<file path="config.mk">
export PLATFORM = sky130hd
export DESIGN_NAME = pfp_ctrl
export DESIGN_NICKNAME = d
export VERILOG_FILES = /design/src/rtl/pfp_pkg.sv /design/src/rtl/pfp_ctrl.sv
export SDC_FILE = /design/constraint.sdc
export NUM_CORES = 1
export LEC_CHECK = 0
export BUFFER_PORTS_ARGS = -buffer_cell sky130_fd_sc_hd__buf_4
export CORE_MARGIN = 3
export CORE_UTILIZATION = 48
export DETAILED_ROUTE_END_ITERATION = 10
export GPL_ROUTABILITY_DRIVEN = 0
export GPL_TIMING_DRIVEN = 1
export PLACE_DENSITY = 0.8
export SYNTH_ARGS = -nofsm -noshare
export SYNTH_HDL_FRONTEND = slang
export SYNTH_SLANG_ARGS = --single-unit
</file>
<file path="constraint.sdc">
create_clock -name clk_i -period 1.6 [get_ports clk_i]
set_input_delay 0.08 -clock clk_i [delete_from_list [all_inputs] [get_ports clk_i]]
set_output_delay 0.08 -clock clk_i [all_outputs]
set_load 0.03 [all_outputs]
</file>
<file path="src/rtl/pfp_pkg.sv">
// Package for the polygon fan point-in-polygon block: field widths, defaults,
// item kinds, datapath command and status types, controller states.
// No dependencies.
`timescale 1ns / 1ps
package pfp_pkg;

  localparam int unsigned MAX_VERTICES_DEF = 256;
  localparam int unsigned COORD_BITS_DEF   = 24;
  localparam int unsigned POS_W            = 24;
  localparam int unsigned KIND_W           = 2;
  localparam int unsigned COUNT_W          = 9;
  localparam int unsigned HULL_MIN         = 3;

  typedef enum logic [KIND_W-1:0] {
    KIND_ORIGIN = 2'd0,
    KIND_ADD    = 2'd1,
    KIND_COMMIT = 2'd2,
    KIND_QUERY  = 2'd3
  } pfp_kind_e;

  typedef enum logic [3:0] {
    OP_NONE,
    OP_START,
    OP_WR_ORIGIN,
    OP_APPEND,
    OP_POP,
    OP_MUL1,
    OP_MUL2_COL,
    OP_MUL2_EDGE,
    OP_EDGE_CMP,
    OP_EDGE_NEXT,
    OP_BOX_UPD,
    OP_SET_OK,
    OP_EMIT
  } pfp_op_e;

  // read address sources
  typedef enum logic [2:0] {
    AD_CM1,    // count - 1
    AD_CM2,    // count - 2
    AD_BASE,   // first hull vertex
    AD_BASE1,  // second hull vertex
    AD_IDX,    // raw index
    AD_HIDX,   // hull base + index
    AD_HIDX1   // hull base + index + 1
  } pfp_addr_e;

  typedef enum logic [1:0] {
    LD_NONE,
    LD_A,
    LD_B,
    LD_C
  } pfp_ld_e;

  typedef struct packed {
    logic      rd;
    pfp_addr_e addr;
    pfp_ld_e   ld;
    pfp_op_e   op;
    logic      idx_clr;
    logic      idx_inc;
  } pfp_cmd_t;

  typedef struct packed {
    logic cnt_zero;
    logic cnt_ge2;
    logic h_gt3;
    logic h_zero;
    logic box_out;
    logic idx_eq_cnt;
    logic idx_last;
    logic eq_last;
    logic col;
    logic straddle;
    logic out_free;
  } pfp_status_t;

  typedef enum logic [4:0] {
    S_IDLE,
    S_ORIGIN,
    S_ADD0,
    S_ADD1,
    S_ADD2,
    S_ADD3,
    S_ADD4,
    S_ADD5,
    S_APPEND,
    S_CM_CHK,
    S_CM_LA,
    S_CM_LB,
    S_CM_LC,
    S_CM_M1,
    S_CM_M2,
    S_CM_DEC,
    S_BOX0,
    S_BOXRD,
    S_BOXUP,
    S_Q0,
    S_QJ,
    S_QI,
    S_QM1,
    S_QM2,
    S_QC,
    S_QN,
    S_EMIT
  } pfp_state_e;

endpackage

</file>
<file path="src/rtl/pfp_ctrl.sv">
// Controller state machine: sequences add, commit, bounding box and query
// walks over the datapath. Depends on pfp_pkg.
`timescale 1ns / 1ps
module pfp_ctrl (
  input  logic                        clk_i,
  input  logic                        rst_ni,
  input  logic                        in_valid_i,
  input  logic [pfp_pkg::KIND_W-1:0]  in_kind_i,
  output logic                        in_ready_o,
  input  pfp_pkg::pfp_status_t        status_i,
  output pfp_pkg::pfp_cmd_t           cmd_o
);
  import pfp_pkg::*;

  pfp_state_e state_q, state_d;
  logic       sec_q, sec_d;
  pfp_kind_e  kind;

  assign kind = pfp_kind_e'(in_kind_i);

  always_ff @(posedge clk_i or negedge rst_ni) begin
    if (!rst_ni) begin
      state_q <= S_IDLE;
      sec_q   <= 1'b0;
    end else begin
      state_q <= state_d;
      sec_q   <= sec_d;
    end
  end

  always_comb begin
    state_d       = state_q;
    sec_d         = sec_q;
    in_ready_o    = 1'b0;
    cmd_o.rd      = 1'b0;
    cmd_o.addr    = AD_IDX;
    cmd_o.ld      = LD_NONE;
    cmd_o.op      = OP_NONE;
    cmd_o.idx_clr = 1'b0;
    cmd_o.idx_inc = 1'b0;
    case (state_q)
      S_IDLE: begin
        in_ready_o = 1'b1;
        if (in_valid_i) begin
          cmd_o.op      = OP_START;
          cmd_o.idx_clr = 1'b1;
          case (kind)
            KIND_ORIGIN: state_d = S_ORIGIN;
            KIND_ADD:    state_d = S_ADD0;
            KIND_COMMIT: state_d = S_CM_CHK;
            default:     state_d = S_Q0;
          endcase
        end
      end
      S_ORIGIN: begin
        cmd_o.op = OP_WR_ORIGIN;
        state_d  = S_EMIT;
      end
      S_ADD0: begin
        if (status_i.cnt_zero) begin
          cmd_o.op = OP_WR_ORIGIN;
          state_d  = S_EMIT;
        end else begin
          cmd_o.rd   = 1'b1;
          cmd_o.addr = AD_CM1;
          state_d    = S_ADD1;
        end
      end
      S_ADD1: begin
        cmd_o.ld   = LD_B;
        cmd_o.rd   = status_i.cnt_ge2;
        cmd_o.addr = AD_CM2;
        state_d    = S_ADD2;
      end
      S_ADD2: begin
        if (status_i.eq_last) begin
          state_d = S_EMIT;
        end else if (!status_i.cnt_ge2) begin
          state_d = S_APPEND;
        end else begin
          cmd_o.ld = LD_A;
          state_d  = S_ADD3;
        end
      end
      S_ADD3: begin
        cmd_o.op = OP_MUL1;
        state_d  = S_ADD4;
      end
      S_ADD4: begin
        cmd_o.op = OP_MUL2_COL;
        state_d  = S_ADD5;
      end
      S_ADD5: begin
        state_d = status_i.col ? S_EMIT : S_APPEND;
      end
      S_APPEND: begin
        cmd_o.op = OP_APPEND;
        state_d  = S_EMIT;
      end
      S_CM_CHK: begin
        sec_d = 1'b0;
        if (status_i.h_gt3) begin
          cmd_o.rd   = 1'b1;
          cmd_o.addr = AD_CM2;
          state_d    = S_CM_LA;
        end else begin
          state_d = S_BOX0;
        end
      end
      S_CM_LA: begin
        cmd_o.ld   = LD_A;
        cmd_o.rd   = 1'b1;
        cmd_o.addr = sec_q ? AD_BASE : AD_CM1;
        state_d    = S_CM_LB;
      end
      S_CM_LB: begin
        cmd_o.ld   = LD_B;
        cmd_o.rd   = 1'b1;
        cmd_o.addr = sec_q ? AD_BASE1 : AD_BASE;
        state_d    = S_CM_LC;
      end
      S_CM_LC: begin
        cmd_o.ld = LD_C;
        state_d  = S_CM_M1;
      end
      S_CM_M1: begin
        cmd_o.op = OP_MUL1;
        state_d  = S_CM_M2;
      end
      S_CM_M2: begin
        cmd_o.op = OP_MUL2_COL;
        state_d  = S_CM_DEC;
      end
      S_CM_DEC: begin
        if (status_i.col) begin
          cmd_o.op = OP_POP;
          state_d  = S_CM_CHK;
        end else if (!sec_q) begin
          sec_d      = 1'b1;
          cmd_o.rd   = 1'b1;
          cmd_o.addr = AD_CM1;
          state_d    = S_CM_LA;
        end else begin
          cmd_o.op = OP_SET_OK;
          state_d  = S_BOX0;
        end
      end
      S_BOX0: begin
        cmd_o.idx_clr = 1'b1;
        state_d       = status_i.cnt_zero ? S_EMIT : S_BOXRD;
      end
      S_BOXRD: begin
        cmd_o.rd      = 1'b1;
        cmd_o.addr    = AD_IDX;
        cmd_o.idx_inc = 1'b1;
        state_d       = S_BOXUP;
      end
      S_BOXUP: begin
        cmd_o.op = OP_BOX_UPD;
        state_d  = status_i.idx_eq_cnt ? S_EMIT : S_BOXRD;
      end
      S_Q0: begin
        if (status_i.box_out || status_i.h_zero) begin
          state_d = S_EMIT;
        end else begin
          cmd_o.rd   = 1'b1;
          cmd_o.addr = AD_CM1;
          state_d    = S_QJ;
        end
      end
      S_QJ: begin
        cmd_o.ld   = LD_B;
        cmd_o.rd   = 1'b1;
        cmd_o.addr = AD_HIDX;
        state_d    = S_QI;
      end
      S_QI: begin
        cmd_o.ld = LD_A;
        state_d  = status_i.straddle ? S_QM1 : S_QN;
      end
      S_QM1: begin
        cmd_o.op = OP_MUL1;
        state_d  = S_QM2;
      end
      S_QM2: begin
        cmd_o.op = OP_MUL2_EDGE;
        state_d  = S_QC;
      end
      S_QC: begin
        cmd_o.op = OP_EDGE_CMP;
        state_d  = S_QN;
      end
      S_QN: begin
        cmd_o.op      = OP_EDGE_NEXT;
        cmd_o.idx_inc = 1'b1;
        cmd_o.rd      = 1'b1;
        cmd_o.addr    = AD_HIDX1;
        state_d       = status_i.idx_last ? S_EMIT : S_QI;
      end
      S_EMIT: begin
        if (status_i.out_free) begin
          cmd_o.op = OP_EMIT;
          state_d  = S_IDLE;
        end
      end
      default: state_d = S_IDLE;
    endcase
  end

endmodule

</file>
==> impl_metrics.env, run 1 <==
export IMPL_grt_start_max_net_pins=15
export IMPL_portBuffers=28
export IMPL_syn_instance_count=183
export IMPL_hpwl_um=3770
export IMPL_clockBufferDepth=2
export IMPL_grtUsageTotal_pct=73.5
export IMPL_cts_root_buf="clkbuf_4"
export IMPL_ys_ff_latch=6
export IMPL_die_h_um=56.1
export IMPL_avgSynthCellArea_um2=6.58
export IMPL_synthArstFlopShare_pct=100
export IMPL_error="[ERROR GRT-0232] Routing congestion too high. Check the congestion heatmap in the GUI."
export IMPL_num_io_pins=29
export IMPL_synthAdderAreaFrac_pct=0
export IMPL_status="aborted with a tool error"
export IMPL_synth_top_area_share_pct=12.5
export IMPL_synthMuxAreaShare_pct=3.33
export IMPL_yosys_area_share_simple_pct=31.8
export IMPL_overflow=96
export IMPL_synth_top_family_by_area="compound AO/OA/AOI/OAI gates"
export IMPL_ys_flop_type="dfrtp_1"
export IMPL_endpoint_type="top-level output"
export IMPL_die_w_um=56.1
export IMPL_ys_seq_area_share_pct=12.5
export IMPL_htreeDepth=1
export IMPL_cts_sinks=6
export IMPL_cts_inserted_buffers=3
export IMPL_place_inst=272
export IMPL_yosysWarnings=0
export IMPL_synth_edf_count=0
export IMPL_initial_utilization_pct=52.4
export IMPL_synth_xor_area_share_pct=0.728
export IMPL_yosys_top_cells_area="dfrtp_1 12%, o21ai_0 7.1%, nor2_1 6.9%, nor2b_1 5.7%, a21oi_1 5.0%"
export IMPL_crit_endpoint="cmd_o[2]"
export IMPL_yosysUniqueCellTypes=48
export IMPL_synth_area_mm2=0.00120
export IMPL_num_rows=17
export IMPL_synth_nets=199
export IMPL_stop_stage="global routing (5_1_grt)"
export IMPL_post_dp_cell_area_mm2=0.00175
export IMPL_synth_compound_area_share_pct=41.4
export IMPL_yosysTopAreaCell="dfrtp_1"
==> Yosys cell counts, types with 2 or more instances <==
| cell type | number |
|---|---|
| a22oi_1 | 2 |
| buf_2 | 12 |
| o211ai_1 | 5 |
| o22ai_1 | 2 |
| o2bb2ai_1 | 2 |
| nand2_1 | 14 |
| and2b_1 | 3 |
| o32ai_1 | 4 |
| nand3_1 | 8 |
| a22o_1 | 2 |
| nor3b_1 | 2 |
| buf_4 | 2 |
| mux2i_1 | 4 |
| o21ai_0 | 17 |
| dfrtp_1 | 6 |
| nor2b_1 | 11 |
| a31oi_1 | 7 |
| nor3_1 | 5 |
| nand2b_1 | 3 |
| o32a_1 | 3 |
| a21oi_1 | 12 |
| nor2_1 | 22 |
| inv_1 | 9 |
| o221ai_1 | 2 |
==> timing repair <==
item / in CTS
endpoints found under the setup margin: 16
gates cloned: 0
gates resized for setup: 61
setup buffers: 15
hold buffers: 1
pin swaps: 11
hold endpoints to repair: 6
==> per-layer routing <==
metal  GRT overflow  GRT usage [%]
met5              0           7.14
met4             42           92.9
met3              0           44.3
met2             54           95.2
met1              0           70.1
==> kinds of logic after synthesis <==
group	after synthesis
xor+xnor	1
buf+inv	25
simple gates	75
compound gates	72
mux	4
flops	6
==> metrics by stage <==
step	setup slack (ns)	hold WS (ns)
4_1_cts	-0.198	0.0940
3_5_place_dp	-0.113	-0.108
2_1_floorplan	0.00113	-0.216
3_3_place_gp	-0.0822	-0.111
==> run 2, diff against run 1 <==
CORE_UTILIZATION = 33   (was 48)
PLACE_DENSITY = unset   (was 0.8)
PLACE_DENSITY_LB_ADDON = 0.15   (was unset)
clock period = 2.1 ns   (was 1.6 ns; I/O delays follow)
==> impl_metrics.env, run 2 <==
export IMPL_grt_util_met3_pct=3.57
export IMPL_mostFrequentLayoutCells="45 x buf_4, 22 x nor2_1, 17 x o21ai_0"
export IMPL_wl_um=4780
export IMPL_ys_seq_area_share_pct=12.5
export IMPL_nets=236
export IMPL_cp_common_cell="buf_4"
export IMPL_first_pass_iters=6
export IMPL_grt_pass1_vias=1625
export IMPL_num_rows=21
export IMPL_synth_edf_count=0
export IMPL_ys_ff_latch=6
export IMPL_regMostFlops="state_q"
export IMPL_grt_busiest_layer="met2"
export IMPL_cap_violations=0
export IMPL_min_path_cells=2
export IMPL_fin_setup_tns_ns=0
export IMPL_yosysWarnings=0
export IMPL_clock_insertion_delay_worst_skew_ns=0.24
export IMPL_synth_area_mm2=0.00120
export IMPL_cts_root_buf="clkbuf_4"
export IMPL_antenna_found_initial=0
export IMPL_ant_nets=0
export IMPL_pwr_density_cell_mw_per_mm2=1730
export IMPL_die_w_um=66.4
export IMPL_drc=0
export IMPL_critPathTopFamily="buffers and inverters"
export IMPL_status="finished, final reports clean"
export IMPL_overflow=0
export IMPL_initial_utilization_pct=35.2
export IMPL_synthArstFlopShare_pct=100
export IMPL_n_fill_cell=388
export IMPL_use_met2_pct=35.9
export IMPL_grt_pass1_wl_um=8010
export IMPL_drive_above_1_share_pct=26.6
export IMPL_p_total_mw=2.72
export IMPL_synth_most_common_cell="nor2_1"
export IMPL_critPathSlowestCell="dfrtp_2"
export IMPL_final_common_cell="buf_4"
export IMPL_worstHoldEndpoint="sec_q"
export IMPL_reg2reg_to="state_q[1]"
export IMPL_yosysUniqueCellTypes=48
export IMPL_clockBufferDepth=2
export IMPL_min_from="status_i[2]"
export IMPL_arrival_ns=1.86
export IMPL_timing_rr_start="state_q[4]"
export IMPL_min_period_over_period_pct=93.7
export IMPL_cp_start_kind="flip-flop"
export IMPL_yosys_top_cells_area="dfrtp_1 12%, o21ai_0 7.1%, nor2_1 6.9%, nor2b_1 5.7%, a21oi_1 5.0%"
export IMPL_fmax_mhz=508
export IMPL_setup_viol=0
export IMPL_dieArea_mm2=0.00441
export IMPL_largest_register_ffs=5
export IMPL_avgViaCountPerCell=6.25
export IMPL_syn_to_final_growth_pct=30.6
export IMPL_syn_instance_count=183
export IMPL_vias=1650
export IMPL_hold_class="input pin to flip-flop"
export IMPL_synth_top_area_share_pct=12.5
export IMPL_worstPathRequired_ns=2.00
export IMPL_core_mm2=0.00342
export IMPL_synth_nets=199
export IMPL_met1_usage_pct=32.7
export IMPL_reg2reg_depth=7
export IMPL_grtUsageTotal_pct=23.4
export IMPL_wl_per_cell_um=18.1
export IMPL_slowest_delay_ns=0.45
export IMPL_tritoncts="built"
export IMPL_avgSynthCellArea_um2=6.58
export IMPL_num_io_pins=29
export IMPL_grt_start_max_net_pins=18
export IMPL_slew_headroom_pct=67.3
export IMPL_fin_skew_ns=0.000179
export IMPL_drv_slew=0
export IMPL_cp_num_buf_inv=3
export IMPL_rsz0062_at_grt="false"
export IMPL_critPathMaxFanout=17
export IMPL_holdWs_ns=0.160
export IMPL_worstPathCellList="buf_4 > nand2b_1 > inv_1 > a31oi_1 > mux2i_1 > a22o_1 > buf_4"
export IMPL_hpwl_um=3730
export IMPL_p_leak_nw=0.670
export IMPL_path_class="flip-flop to output pin"
export IMPL_min_period_ns=1.97
export IMPL_clk_pin_slew_worst_paths_ns=0.05
export IMPL_r2r_slack_ns=0.26
export IMPL_vdd_drop_max_mv=0.545
export IMPL_antenna_cells=0
export IMPL_reg_largest_list="state_q x5, sec_q x1"
export IMPL_die_h_um=66.4
export IMPL_drt_iter0_markers=223
export IMPL_worst_pin_slew_ns=0.478
export IMPL_ys_top_cells_by_count="22 x nor2_1, 17 x o21ai_0, 14 x nand2_1"
export IMPL_ys_flop_type="dfrtp_1"
export IMPL_portBuffers=28
export IMPL_setup_worst_path_end_class="output pin"
export IMPL_cts_inserted_buffers=3
export IMPL_yosysTopAreaCell="dfrtp_1"
export IMPL_htreeDepth=1
export IMPL_cts_sinks=6
export IMPL_hold_viol=0
run 2: repair_timing:
item,4_1_cts,5_1_grt
hold buffers,1,0
setup endpoints to repair,3,6
gates cloned,0,0
resized for setup,1,4
setup buffers,0,0
endpoints found under the hold margin,6,0
run 2: power breakdown:
part | total [mW] | switching [mW] | leakage, nW | internal (mW)
logic | 2.29 | 1.37 | 0.584 | 0.927
registers | 0.316 | 0.137 | 0.0714 | 0.179
clock network | 0.107 | 0.0423 | 0.0138 | 0.0647
run 2: layout make-up:
class / instances / area (µm²) / share of cell area, %
Clock buffer: 3 / 22.5 / 1.43
Inverter: 10 / 37.5 / 2.39
Multi-Input combinational cell: 152 / 932 / 59.3
Sequential cell: 6 / 154 / 9.79
Tap cell: 46 / 57.6 / 3.66
Timing Repair Buffer: 47 / 368 / 23.4
run 2: through the flow:
stage / cell area (µm²) / worst slack, ns / util (%) / cells
after floorplan: 1200 / 0.164 / - / 183
after global placement: 1530 / 0.255 / 44.9 / 260
after detailed placement: 1530 / 0.237 / 44.9 / 260
after CTS: 1570 / 0.0333 / 45.9 / 264
after global routing: 1570 / 0.00255 / 46.0 / 264
final: 1570 / 0.133 / 46.0 / 264
run 2: worst max-delay path by stage:
stage / from / end / slack (ns) / cells past startpoint
2_1_floorplan: state_q[2] / cmd_o[6] / 0.16 / 7
6_report: state_q[2] / cmd_o[4] / 0.13 / 7
5_1_grt: state_q[2] / cmd_o[4] / 0.003 / 7
4_1_cts: state_q[4] / cmd_o[2] / 0.03 / 6
3_3_place_gp: state_q[3] / state_q[1] / 0.26 / 6
3_5_place_dp: state_q[3] / cmd_o[2] / 0.24 / 6
run 2: routing by layer:
metal,part of all wire [%],wire length [µm]
met1,40,1900
met2,46,2190
met3,12,555
met4,2.8,136
met5,0,0
run 2: kinds of logic (layout without fill, tap and decap cells):
family	after synthesis	in the layout	synth area share [%]
mux	4	4	3.33
flops	6	6	12.5
simple gates	75	75	31.8
buf+inv	25	60	10.3
xor+xnor	1	1	0.728
compound gates	72	72	41.4
(Power assumes the default switching activity.)
==> run 3, diff against run 2 <==
CORE_MARGIN = 5   (was 3)
CORE_UTILIZATION = 25   (was 33)
==> impl_metrics.env, run 3 (synthesis gave the netlist of run 2 again) <==
export IMPL_path_class="flip-flop to output pin"
export IMPL_wl_um=4830
export IMPL_cts_sinks=6
export IMPL_first_pass_iters=4
export IMPL_portBuffers=28
export IMPL_min_from="status_i[2]"
export IMPL_hpwl_um=3820
export IMPL_min_path_cells=2
export IMPL_slew_headroom_pct=67.6
export IMPL_p_leak_nw=0.718
export IMPL_cp_start_kind="flip-flop"
export IMPL_vdd_drop_max_mv=0.512
export IMPL_p_int_mw=1.29
export IMPL_drv_slew=0
export IMPL_cap_violations=0
export IMPL_drive_above_1_share_pct=28.0
export IMPL_largest_register_ffs=5
export IMPL_mostFrequentLayoutCells="52 x buf_4, 22 x nor2_1, 16 x o21ai_0"
export IMPL_min_period_ns=2.05
export IMPL_syn_to_final_growth_pct=37.4
export IMPL_avgViaCountPerCell=5.82
export IMPL_initial_utilization_pct=25.7
export IMPL_grt_start_max_net_pins=22
export IMPL_clk_pin_slew_worst_paths_ns=0.04
export IMPL_antenna_found_initial=0
export IMPL_fin_setup_tns_ns=0
export IMPL_place_inst=273
export IMPL_overflow=0
export IMPL_regMostFlops="state_q"
export IMPL_final_util_pct=35.3
export IMPL_die_h_um=79.4
export IMPL_pwr_density_cell_mw_per_mm2=1710
export IMPL_p_comb_share_pct=84.1
export IMPL_cts_inserted_buffers=3
export IMPL_p_clk_share_pct=6.1
export IMPL_hold_viol=0
export IMPL_drt_iter0_markers=126
export IMPL_critPathMaxFanout=13
export IMPL_antenna_cells=0
export IMPL_final_common_cell="buf_4"
export IMPL_arrival_ns=1.95
export IMPL_reg2reg_to="state_q[1]"
export IMPL_worstPathRequired_ns=2.00
export IMPL_cts_root_buf="clkbuf_8"
export IMPL_p_sw_share_pct=54.4
export IMPL_drc=0
export IMPL_htreeDepth=1
export IMPL_fmax_mhz=487
export IMPL_reg_largest_list="state_q x5, sec_q x1"
export IMPL_sequentialPowerShare_pct=9.7
export IMPL_core_mm2=0.00469
export IMPL_grt_pass1_wl_um=7960
export IMPL_num_io_pins=29
export IMPL_p_total_mw=2.83
export IMPL_worstHoldEndpoint="sec_q"
export IMPL_clockBufferDepth=2
export IMPL_vias=1624
export IMPL_p_sw_mw=1.54
export IMPL_wl_per_cell_um=17.3
export IMPL_clock_insertion_delay_worst_skew_ns=0.22
export IMPL_fin_skew_ns=0.00312
export IMPL_setup_viol=0
export IMPL_hold_class="input pin to flip-flop"
export IMPL_ant_nets=0
export IMPL_stdcell_area_mm2=0.00165
export IMPL_worst_pin_slew_ns=0.474
export IMPL_stdcell_count=279
export IMPL_r2r_slack_ns=0.14
export IMPL_timing_rr_start="state_q[2]"
export IMPL_dieArea_mm2=0.00630
export IMPL_num_rows=25
export IMPL_die_w_um=79.4
export IMPL_grtUsageTotal_pct=15.9
export IMPL_status="finished, final reports clean"
export IMPL_grt_pass1_vias=1571
export IMPL_nets=243
export IMPL_post_dp_cell_area_mm2=0.00158
export IMPL_reg2reg_depth=7
export IMPL_min_period_over_period_pct=97.7
export IMPL_tritoncts="built"
export IMPL_setup_worst_path_end_class="output pin"
## run 3: how the worst max path moves through the flow
stage / from / end / slack, ns / cells after the start
after global placement: state_q[3] / cmd_o[10] / 0.20 / 7
after floorplan: state_q[2] / cmd_o[6] / 0.16 / 7
after CTS: state_q[3] / cmd_o[10] / 0.002 / 7
final: state_q[3] / cmd_o[10] / 0.05 / 7
after global routing: state_q[3] / cmd_o[10] / -0.005 / 7
after detailed placement: state_q[3] / cmd_o[10] / 0.25 / 7
## run 3: timing repair
| item | 4_1_cts | 5_1_grt |
|---|---|---|
| hold buffers | 1 | 0 |
| resized for setup | 0 | 4 |
| endpoints found under the hold margin | 6 | 0 |
| endpoints found under the setup margin | 0 | 5 |
| setup buffers | 0 | 2 |
## run 3: routing by layer
layer  global-route usage [%]  vias up  wire length (µm)
met4                     4.81        0                71
met2                     26.5       85              2300
li1                         -      767                 -
met1                     21.0      765              2090
met5                        0        -                 0
met3                     2.37        7               371
## run 3: critical path, stage by stage, from the launching register on
cell	delay, ns
dfrtp_2	0.45
buf_4	0.21
and2b_2	0.26
nand2_1	0.12
o32a_1	0.19
nor2_1	0.05
a211o_1	0.27
buf_4	0.17
## run 3: stage by stage
stage               setup WS (ns)  hold WS (ns)
finish                     0.0473         0.185
global route             -0.00534         0.215
CTS                       0.00192         0.202
detailed placement          0.248       -0.0806
global placement            0.195       -0.0807
floorplan                   0.164        -0.191
## run 3: power groups by stage
stage          clock network [mW]  logic [mW]  registers [mW]
2_1_floorplan                   0        1.56           0.227
3_3_place_gp                    0        2.38           0.275
3_5_place_dp                    0        2.32           0.276
4_1_cts                     0.177        2.33           0.273
5_1_grt                     0.186        2.58           0.287
6_report                    0.173        2.38           0.275
## run 3: layout make-up
cell class | count | area [µm²]
tap | 54 | 67.6
multi-input combinational | 152 | 936
inverter | 10 | 37.5
sequential | 6 | 151
clock buffer | 3 | 41.3
fill | 540 | 3040
timing repair buffer | 54 | 420
